$ cat config.mk
export PLATFORM = sky130hd
export DESIGN_NAME = gga_sentence_field_extractor
export DESIGN_NICKNAME = d
export VERILOG_FILES = /design/src/rtl/gse_pkg.sv /design/src/rtl/gse_parser.sv /design/src/rtl/gse_result_queue.sv /design/src/rtl/gga_sentence_field_extractor.sv
export SDC_FILE = /design/constraint.sdc
export NUM_CORES = 1
export LEC_CHECK = 0
export BUFFER_PORTS_ARGS = -buffer_cell sky130_fd_sc_hd__buf_2
export CAP_MARGIN = 25
export CORE_MARGIN = 2
export CORE_UTILIZATION = 54
export CTS_BUF_LIST = sky130_fd_sc_hd__clkbuf_4 sky130_fd_sc_hd__clkbuf_8 sky130_fd_sc_hd__clkbuf_16
export DETAILED_ROUTE_END_ITERATION = 10
export PLACE_DENSITY_LB_ADDON = 0.2
export SKIP_CTS_REPAIR_TIMING = 1
export SYNTH_ARGS = -nofsm -noshare
export SYNTH_HDL_FRONTEND = slang
export SYNTH_SLANG_ARGS = --single-unit
$ cat constraint.sdc
create_clock -name clk -period 3.8 [get_ports clk]
set_input_delay 0.57 -clock clk [delete_from_list [all_inputs] [get_ports clk]]
set_output_delay 0.57 -clock clk [all_outputs]
set_load 0.02 [all_outputs]
$ cat src/rtl/gse_pkg.sv
`default_nettype none

package gse_pkg;

    localparam int unsigned HEADER_LEN = 6;
    localparam logic [3:0]  ALT_COMMA  = 4'd9;
    localparam logic [7:0]  CHAR_COMMA  = 8'h2C;
    localparam logic [7:0]  CHAR_DOLLAR = 8'h24;

    localparam logic KIND_CHAR   = 1'b0;
    localparam logic KIND_STATUS = 1'b1;

    localparam logic [2:0] TAG_LAT = 3'd0;
    localparam logic [2:0] TAG_NS  = 3'd1;
    localparam logic [2:0] TAG_LON = 3'd2;
    localparam logic [2:0] TAG_EW  = 3'd3;
    localparam logic [2:0] TAG_ALT = 3'd4;

    localparam logic [1:0] STATUS_OK        = 2'd0;
    localparam logic [1:0] STATUS_NO_HEADER = 2'd1;
    localparam logic [1:0] STATUS_TRUNCATED = 2'd2;

    typedef struct packed {
        logic       kind;
        logic [2:0] tag;
        logic [3:0] idx;
        logic [7:0] chr;
        logic [1:0] status;
        logic       last;
    } gse_result_t;

    typedef struct packed {
        logic v0;
        logic v1;
    } gse_push_t;

    // "$GPGGA", one character per match position.
    function automatic logic [7:0] header_char(input logic [2:0] pos);
        logic [7:0] c;
        unique case (pos)
            3'd0:    c = 8'h24;
            3'd1:    c = 8'h47;
            3'd2:    c = 8'h50;
            3'd3:    c = 8'h47;
            3'd4:    c = 8'h47;
            3'd5:    c = 8'h41;
            default: c = 8'h00;
        endcase
        return c;
    endfunction

endpackage

`default_nettype wire

$ cat src/rtl/gse_parser.sv
`default_nettype none

module gse_parser #(
    parameter int LAT_MAX_CHARS = 9,
    parameter int LON_MAX_CHARS = 10,
    parameter int ALT_MAX_CHARS = 9
) (
    input  wire                  clk,
    input  wire                  rst_n,
    input  wire                  accept,
    input  wire  [7:0]           rx_byte,
    input  wire                  frame_end,
    output gse_pkg::gse_push_t   push,
    output gse_pkg::gse_result_t d0,
    output gse_pkg::gse_result_t d1
);

    logic [2:0] match_reg, match_next;
    logic       found_reg, found_next;
    logic [3:0] comma_reg, comma_next;
    logic [3:0] fcnt_reg,  fcnt_next;
    logic       alt_reg,   alt_next;
    logic       done_reg,  done_next;

    logic       char_v;
    logic [2:0] m;
    logic       fld_v;
    logic [2:0] fld_tag;
    logic [3:0] fld_max;
    logic [1:0] status;
    gse_pkg::gse_result_t char_item;
    gse_pkg::gse_result_t stat_item;

    // Field after comma number comma_reg: tag and capture limit.
    always_comb
    begin
        fld_v   = 1'b1;
        fld_tag = gse_pkg::TAG_LAT;
        fld_max = 4'(LAT_MAX_CHARS);
        unique case (comma_reg)
            4'd2: begin fld_tag = gse_pkg::TAG_LAT; fld_max = 4'(LAT_MAX_CHARS); end
            4'd3: begin fld_tag = gse_pkg::TAG_NS;  fld_max = 4'd1;              end
            4'd4: begin fld_tag = gse_pkg::TAG_LON; fld_max = 4'(LON_MAX_CHARS); end
            4'd5: begin fld_tag = gse_pkg::TAG_EW;  fld_max = 4'd1;              end
            4'd9: begin fld_tag = gse_pkg::TAG_ALT; fld_max = 4'(ALT_MAX_CHARS); end
            default: fld_v = 1'b0;
        endcase
    end

    always_comb
    begin
        match_next = match_reg;
        found_next = found_reg;
        comma_next = comma_reg;
        fcnt_next  = fcnt_reg;
        alt_next   = alt_reg;
        done_next  = done_reg;
        char_v     = 1'b0;
        m          = 3'd0;
        status     = gse_pkg::STATUS_OK;

        if (!found_reg) begin
            if (rx_byte == gse_pkg::header_char(match_reg)) begin
                m = match_reg + 3'd1;
            end else begin
                m = (rx_byte == gse_pkg::CHAR_DOLLAR) ? 3'd1 : 3'd0;
            end
            if (m == 3'(gse_pkg::HEADER_LEN)) begin
                found_next = 1'b1;
                match_next = 3'd0;
                comma_next = 4'd0;
                fcnt_next  = 4'd0;
            end else begin
                match_next = m;
            end
        end else if (!done_reg) begin
            if (comma_reg >= gse_pkg::ALT_COMMA) begin
                alt_next = 1'b1;
            end
            if (rx_byte == gse_pkg::CHAR_COMMA) begin
                if (comma_reg >= gse_pkg::ALT_COMMA) begin
                    done_next = 1'b1;
                end else begin
                    comma_next = comma_reg + 4'd1;
                    fcnt_next  = 4'd0;
                end
            end else if (fld_v && (fcnt_reg < fld_max)) begin
                char_v    = 1'b1;
                fcnt_next = fcnt_reg + 4'd1;
            end
        end

        // Status looks at the state after this byte; on frame end, drop back to hunting.
        if (!found_next) begin
            status = gse_pkg::STATUS_NO_HEADER;
        end else if (!alt_next) begin
            status = gse_pkg::STATUS_TRUNCATED;
        end
        if (frame_end) begin
            match_next = 3'd0;
            found_next = 1'b0;
            comma_next = 4'd0;
            fcnt_next  = 4'd0;
            alt_next   = 1'b0;
            done_next  = 1'b0;
        end
    end

    always_comb
    begin
        char_item        = '0;
        char_item.kind   = gse_pkg::KIND_CHAR;
        char_item.tag    = fld_tag;
        char_item.idx    = fcnt_reg;
        char_item.chr    = rx_byte;
        stat_item        = '0;
        stat_item.kind   = gse_pkg::KIND_STATUS;
        stat_item.status = status;
        stat_item.last   = 1'b1;

        // Pack results toward the first slot; a character goes first.
        push.v0 = accept && (char_v || frame_end);
        push.v1 = accept && char_v && frame_end;
        d0      = char_v ? char_item : stat_item;
        d1      = stat_item;
    end

    always_ff @(posedge clk or negedge rst_n)
    begin
        if (!rst_n) begin
            match_reg <= 3'd0;
            found_reg <= 1'b0;
            comma_reg <= 4'd0;
            fcnt_reg  <= 4'd0;
            alt_reg   <= 1'b0;
            done_reg  <= 1'b0;
        end else if (accept) begin
            match_reg <= match_next;
            found_reg <= found_next;
            comma_reg <= comma_next;
            fcnt_reg  <= fcnt_next;
            alt_reg   <= alt_next;
            done_reg  <= done_next;
        end
    end

endmodule

`default_nettype wire

$ cat src/rtl/gse_result_queue.sv
`default_nettype none

module gse_result_queue (
    input  wire                  clk,
    input  wire                  rst_n,
    input  gse_pkg::gse_push_t   push,
    input  gse_pkg::gse_result_t d0,
    input  gse_pkg::gse_result_t d1,
    output logic                 room,
    output logic                 out_valid,
    input  wire                  out_ready,
    output gse_pkg::gse_result_t q
);

    localparam int DEPTH = 4;

    gse_pkg::gse_result_t mem_reg [DEPTH];
    logic [1:0] wptr_reg, wptr_next;
    logic [1:0] rptr_reg, rptr_next;
    logic [2:0] count_reg, count_next;
    logic       pop;
    logic [2:0] n_push;

    // Two free slots guarantee space for the worst-case beat pair.
    assign room      = (count_reg <= 3'(DEPTH - 2));
    assign out_valid = (count_reg != 3'd0);
    assign q         = mem_reg[rptr_reg];
    assign pop       = out_valid && out_ready;
    assign n_push    = {2'b00, push.v0} + {2'b00, push.v1};

    always_comb
    begin
        wptr_next  = wptr_reg + n_push[1:0];
        rptr_next  = rptr_reg + {1'b0, pop};
        count_next = count_reg + n_push - {2'b00, pop};
    end

    always_ff @(posedge clk or negedge rst_n)
    begin
        if (!rst_n) begin
            wptr_reg  <= 2'd0;
            rptr_reg  <= 2'd0;
            count_reg <= 3'd0;
        end else begin
            wptr_reg  <= wptr_next;
            rptr_reg  <= rptr_next;
            count_reg <= count_next;
        end
    end

    always_ff @(posedge clk)
    begin
        if (push.v0) begin
            mem_reg[wptr_reg] <= d0;
        end
        if (push.v1) begin
            mem_reg[wptr_reg + 2'd1] <= d1;
        end
    end

endmodule

`default_nettype wire

$ cat src/rtl/gga_sentence_field_extractor.sv
// GGA sentence field extractor.
// Input channel (in_valid/in_ready): one beat per received byte, rx_byte plus
// frame_end, which is high on the last byte of a capture frame.
// Output channel (out_valid/out_ready): character beats (item_kind 0) carry the
// field tag, the position in the field and the character for latitude,
// north/south, longitude, east/west and altitude; one status beat
// (item_kind 1, last_of_frame 1) closes each frame with ok, no header or
// truncated.
// Results are registered into the result queue as their byte is accepted and
// are offered in order. Throughput: one byte per cycle while in_ready is high.
// A byte yields zero, one or two beats; the two-beat case (captured character
// on the frame's last byte) leaves the result queue's single output port one
// beat at a time. The parse state is registered from each accepted byte;
// results go to a four-entry queue, and in_ready stays high while two entries
// are free, so up to two waiting results never block the next byte.
// Reset: parse state clears to hunting for the header, the queue empties.
// When the receiver stalls, results hold in the queue; once it has fewer than
// two free entries, in_ready drops until beats drain.
`default_nettype none

module gga_sentence_field_extractor #(
    parameter int LAT_MAX_CHARS = 9,
    parameter int LON_MAX_CHARS = 10,
    parameter int ALT_MAX_CHARS = 9
) (
    input  wire        clk,
    input  wire        rst_n,
    input  wire        in_valid,
    output logic       in_ready,
    input  wire  [7:0] rx_byte,
    input  wire        frame_end,
    output logic       out_valid,
    input  wire        out_ready,
    output logic       item_kind,
    output logic [2:0] field_tag,
    output logic [3:0] char_index,
    output logic [7:0] char_value,
    output logic [1:0] frame_status,
    output logic       last_of_frame
);

    logic                 accept;
    gse_pkg::gse_push_t   push;
    gse_pkg::gse_result_t d0;
    gse_pkg::gse_result_t d1;
    gse_pkg::gse_result_t q;

    // Take a byte whenever the queue can absorb its worst-case two beats.
    assign accept = in_valid && in_ready;

    gse_parser #(
        .LAT_MAX_CHARS (LAT_MAX_CHARS),
        .LON_MAX_CHARS (LON_MAX_CHARS),
        .ALT_MAX_CHARS (ALT_MAX_CHARS)
    ) u_parser (
        .clk       (clk),
        .rst_n     (rst_n),
        .accept    (accept),
        .rx_byte   (rx_byte),
        .frame_end (frame_end),
        .push      (push),
        .d0        (d0),
        .d1        (d1)
    );

    gse_result_queue u_queue (
        .clk       (clk),
        .rst_n     (rst_n),
        .push      (push),
        .d0        (d0),
        .d1        (d1),
        .room      (in_ready),
        .out_valid (out_valid),
        .out_ready (out_ready),
        .q         (q)
    );

    // Unpack the head entry onto the result ports.
    assign item_kind     = q.kind;
    assign field_tag     = q.tag;
    assign char_index    = q.idx;
    assign char_value    = q.chr;
    assign frame_status  = q.status;
    assign last_of_frame = q.last;

endmodule

`default_nettype wire

==> reports/metrics.yaml, run 1 <==
outcome:
  outcome: "completed"
clock_network:
  cts_tree: "built"
  clock_path_buffers: 2
  h-tree-depth: 3
  cts_root_buf: "clkbuf_8"
  clock-sinks: 93
  clk_pin_slew_ns: 0.11
  numCtsBuffers: 9
  worstSkewPairLatency_ns: 0.38
power_and_ir_drop:
  peakVddDrop_mv: 0.354
  power_frac_seq_pct: 46.3
  combPwrFrac_pct: 25.5
  power_switching_mw: 0.895
  clkPwrFrac_pct: 28.2
  p_per_area_mw_per_mm2: 475
  p_sw_share_pct: 36.4
  power.internal_mw: 1.57
  leakage_nw: 2.15
  power.total_mw: 2.46
cells_and_area:
  postLayoutCellArea_mm2: 0.00518
  drive_gt1_share_pct: 23.1
  diodes: 0
  fin_cells: 558
  largest_reg_flops: 72
  syn_to_final_growth_pct: 8.86
  fin_util_pct: 60.0
  fin_nets: 477
timing:
  holdWs_ns: 0.158
  fmax_mhz: 281
  skew_ns: 0.0115
  min_period_over_period_pct: 93.6
  worst_slack_ns: 0.243
  hold_violations: 0
  setup_violations: 0
  tns_ns: 0
  rsz0062_at_grt: "false"
  tightest_slew_ns: 0.779
  finalMaxSlewViolations: 0
  period_minus_slack_ns: 3.56
  slew_headroom_pct: 47.9
placed_design:
  place_hpwl_um: 7440
  dpl_worst_slack_ns: 0.110
  place_congestion: 0.842
  placed_area_mm2: 0.00495
  io_buffers: 33
  dpl.cell_count: 542
yosys:
  syn_area_mm2: 0.00476
  synth_top_family_by_area: "compound AO/OA/AOI/OAI gates"
  synth_top_area_share_pct: 26.9
  synthCells: 422
  synthAdderAreaFrac_pct: 5.36
  synth_mux_area_share_pct: 9.80
  synth_most_common_cell: "dfxtp_1"
  ys_ff_latch: 93
  synth_edf_count: 8
  async_flop_share_pct: 22.6
  synth-compound-area-share_pct: 20.8
  synthTopCellsByCount: "dfxtp_1 (64), a22o_1 (60), nor2_1 (24)"
  syn_area_per_cell_um2: 11.3
  ys_seq_area_share_pct: 43.0
  syn_nets: 454
  yosys_warnings: 0
  yosys.area_share.simple_pct: 14.2
  synth_xor_area_share_pct: 1.29
  yosysUniqueCellTypes: 75
  synthTopCellsByArea: "dfxtp_1 (27%), a22o_1 (11%), dfrtp_1 (11%)"
  yosysTopAreaCell: "dfxtp_1"
  ys.flop_type: "dfxtp_1"
worst_setup_path:
  worstSetupStartpointType: "flop"
  worstPathCellList: "inv_2, ha_4, nand3b_4, ha_1, a211oi_2, o31a_1, o2111ai_4, or2_2, a21oi_1, ha_1, inv_1, ha_1, fa_1, xor2_1, xnor2_1"
  cpMostUsedCell: "ha_1"
  cp.arrival_ns: 3.82
  path_max_fanout: 5
  worst_path_max_delay_cell: "dfrtp_2"
  path_class: "flop to flop"
  end_kind: "flop"
  cpPeakStageDelay_ns: 0.46
  required_ns: 4.06
floorplanning:
  die_area_mm2: 0.00958
  die_x_um: 97.9
  die_y_um: 97.9
  num_rows: 34
  initial_utilization_pct: 55.1
  pin_count: 34
  core_mm2: 0.00864
routing:
  wire_per_inst_um: 19.7
  first_pass_iters: 4
  post-route-drc-count: 0
  drt-total-wl_um: 11000
  vias_per_cell: 6.32
  vias: 3525
  drt_iter0_markers: 166
  ant_nets: 0
global_routing:
  grt_pass1_wl_um: 17700
  grt_overflow: 0
  grt_max_degree: 22
  grt_usage_pct: 23.1
  antenna_found_initial: 0
  grt_pass1_vias: 3379
job:
  maxCapViolations: 0
worst_hold_path:
  hold_path_class: "primary input to asynchronous set/reset pin"
==> critical path, delay by kind of cell, from the launching register on <==
family	cells	cell delay [ns]
xor gates and xnor gates	2	0.28
adders and majority gates	5	1.43
DFF	1	0.46
and+or+nand+nor	2	0.40
buffers and inverters	2	0.17
AOI/OAI and AO/OA	4	0.72
==> cell type report <==
| cell class | count | area [µm²] |
|---|---|---|
| Sequential cell | 93 | 2050 |
| Inverter | 23 | 86.3 |
| Multi-Input combinational cell | 276 | 2460 |
| Clock inverter | 7 | 91.3 |
| Clock buffer | 9 | 124 |
| Fill cell | 740 | 3450 |
| Timing Repair Buffer | 42 | 233 |
| Tap cell | 108 | 135 |
==> power by group through the flow <==
stage	registers [mW]	clock network (mW)	logic (mW)
after global placement	1.15	0	0.621
after detailed placement	1.16	0	0.631
after global routing	1.15	0.743	0.692
final	1.14	0.693	0.628
after floorplan	1.10	0	0.537
after CTS	1.14	0.703	0.633
==> final timing paths <==
| check | startpoint | endpoint | slack (ns) | depth (start not counted) |
|---|---|---|---|---|
| max | u_parser.comma_reg[0] | u_queue.count_reg[2] | 0.24 | 15 |
| min | rst_n | u_queue.count_reg[0] | 0.16 | 1 |
| max reg2reg | u_parser.comma_reg[0] | u_queue.count_reg[2] | 0.24 | 15 |
| min reg2reg | u_queue.mem_reg[3][0] | u_queue.mem_reg[3][0] | 0.45 | 2 |
| max in group asynchronous | rst_n | u_parser.comma_reg[0] | 3.28 | 1 |
| min in group clk | u_queue.mem_reg[3][0] | u_queue.mem_reg[3][0] | 0.45 | 2 |
==> cells in the final DEF (no fill, tap or decap), types with 4 or more instances in the layout <==
master / netlist / final
dfxtp_1: 64 / 64
a22o_1: 60 / 60
buf_2: 12 / 33
nor2_1: 24 / 24
inv_1: 22 / 20
dfrtp_1: 21 / 20
mux4_2: 18 / 18
nand2_1: 16 / 16
ha_1: 18 / 16
a21oi_1: 11 / 11
nor3_1: 9 / 9
o21ai_0: 9 / 9
clkbuf_8: 0 / 9
buf_4: 3 / 9
edfxtp_1: 8 / 8
nand2b_1: 7 / 7
nor2b_1: 6 / 6
mux2i_1: 5 / 5
nand3_1: 5 / 5
xnor2_1: 4 / 4
or3_1: 4 / 4
nand4_1: 4 / 4
a31oi_1: 4 / 4
==> metal layers <==
layer	global-route usage [%]	vias to the layer above	share of wire (%)
met1	33.8	1779	48
met5	0	-	0
met3	3.15	4	4.8
met2	35.7	98	47
met4	7.59	0	0.25
li1	-	1644	-
==> kinds of logic after synthesis <==
logic type,after synthesis
AO/OA/AOI/OAI,119
AND/OR/NAND/NOR,106
multiplexers,24
flip-flops,93
XOR/XNOR,7
adder cells (fa/ha/maj),20
buffers and inverters,53
Power figures use the tool's default switching activity.
==> run 2, diff against run 1 <==
- CORE_UTILIZATION: 54 -> 30
- REMOVE_ABC_BUFFERS: not set -> 1
==> reports/metrics.yaml, run 2 (same netlist as run 1, synthesis figures left out) <==
outcome:
  outcome: "completed"
timing:
  holdWs_ns: 0.197
  min_period_over_period_pct: 93.4
  hold_violations: 0
  finalMaxSlewViolations: 0
  period_minus_slack_ns: 3.55
  skew_ns: 0.00672
  slew_headroom_pct: 40.8
  setup_violations: 0
  fmax_mhz: 282
  tightest_slew_ns: 0.889
global_routing:
  use_met2_pct: 24.1
  antenna_found_initial: 0
  grt_pass1_wl_um: 19100
  grt_pass1_vias: 3375
  grt_overflow: 0
  busiest_layer: "met2"
  grt_usage_pct: 15.0
  gr-usage-met3_pct: 3.08
  grt_max_degree: 22
  grt_use_met1_pct: 20.3
worst_setup_path:
  path_max_fanout: 4
  r2r_setup_slack_ns: 0.25
  reg2reg_depth: 15
  rr_startpoint: "u_parser.comma_reg[1]"
  r2r-end: "u_queue.count_reg[2]"
  required_ns: 4.04
  end_kind: "flop"
  worstSetupStartpointType: "flop"
  path_class: "flop to flop"
  cp.arrival_ns: 3.79
cells_and_area:
  drive_gt1_share_pct: 23.3
  fin_nets: 482
  final_cell_mix: "dfxtp_1 (64), a22o_1 (60), buf_2 (33), nor2_1 (24)"
  diodes: 0
  syn_to_final_growth_pct: 14.6
  final_common_cell: "dfxtp_1"
  largest_reg_flops: 72
  fill_cells: 1583
clock_network:
  cts_tree: "built"
  clock_path_buffers: 2
  h-tree-depth: 3
  clk_pin_slew_ns: 0.07
  worstSkewPairLatency_ns: 0.35
  cts_root_buf: "clkbuf_16"
  clock-sinks: 93
  numCtsBuffers: 9
floorplanning:
  pin_count: 34
  die_x_um: 130
  num_rows: 46
  core_mm2: 0.0157
  initial_utilization_pct: 30.3
  die_y_um: 130
  die_area_mm2: 0.0169
routing:
  drt_iter0_markers: 220
  post-route-drc-count: 0
  vias_per_cell: 5.14
  first_pass_iters: 4
  vias: 3444
  drt-total-wl_um: 12100
  wire_per_inst_um: 18.1
  ant_nets: 0
placed_design:
  place_hpwl_um: 8250
  place_congestion: 0.813
  io_buffers: 33
power_and_ir_drop:
  leakage_nw: 2.22
  peakVddDrop_mv: 0.290
  p_per_area_mw_per_mm2: 500
  power.total_mw: 2.73
job:
  maxCapViolations: 0
worst_hold_path:
  hold_path_class: "primary input to asynchronous set/reset pin"
## run 2: per-layer routing
metal  part of all wire (%)  routed length (µm)
met3                    3.2                 386
met2                     48                5800
met4                    1.0                 125
met5                      0                   0
met1                     48                5820
## run 2: final cells by class
class,instances,area [µm²],area share [%]
Sequential cell,93,2050,37.5
Tap cell,216,270,4.95
Clock buffer,11,258,4.72
Multi-Input combinational cell,276,2460,45.2
Clock inverter,4,27.5,0.504
Timing Repair Buffer,47,303,5.55
Inverter,23,86.3,1.58
## run 2: critical path, stage by stage (launching register included)
cell and delay [ns]:
dfrtp_1 0.41, inv_1 0.18, ha_4 0.19, nand3b_4 0.08
ha_1 0.31, a211oi_2 0.21, o31a_1 0.21, o2111ai_4 0.11
or2_2 0.32, a21oi_1 0.16, ha_1 0.20, inv_1 0.05
ha_1 0.29, fa_1 0.43, xor2_1 0.16, xnor2_1 0.12
## run 2: report_power, final
| part | internal, mW | switching [mW] | total (mW) | leakage, nW |
|---|---|---|---|---|
| Combinational | 0.292 | 0.346 | 0.638 | 1.20 |
| Sequential | 1.05 | 0.149 | 1.19 | 0.876 |
| Clock | 0.491 | 0.405 | 0.896 | 0.146 |
## run 2: stage by stage
stage | util [%] | TNS (ns) | worst slack, ns | cell area [µm²] | instances
after detailed placement | 32.8 | 0 | 0.160 | 5160 | 655
after CTS | 34.6 | 0 | 0.154 | 5440 | 670
after global routing | 34.7 | -0.0133 | -0.0133 | 5460 | 670
after floorplan | - | 0 | 0.231 | 4580 | 392
after global placement | 32.6 | 0 | 0.228 | 5130 | 654
final | 34.7 | 0 | 0.251 | 5460 | 670
## run 2: how the worst max path moves through the flow
stage / from / slack (ns) / end
after detailed placement: u_parser.comma_reg[0] / 0.16 / u_queue.count_reg[2]
after global routing: u_parser.comma_reg[1] / -0.01 / u_queue.count_reg[2]
final: u_parser.comma_reg[1] / 0.25 / u_queue.count_reg[2]
after floorplan: u_parser.comma_reg[0] / 0.23 / u_queue.count_reg[2]
after global placement: u_parser.comma_reg[0] / 0.23 / u_queue.count_reg[2]
after CTS: u_parser.comma_reg[0] / 0.15 / u_queue.count_reg[2]
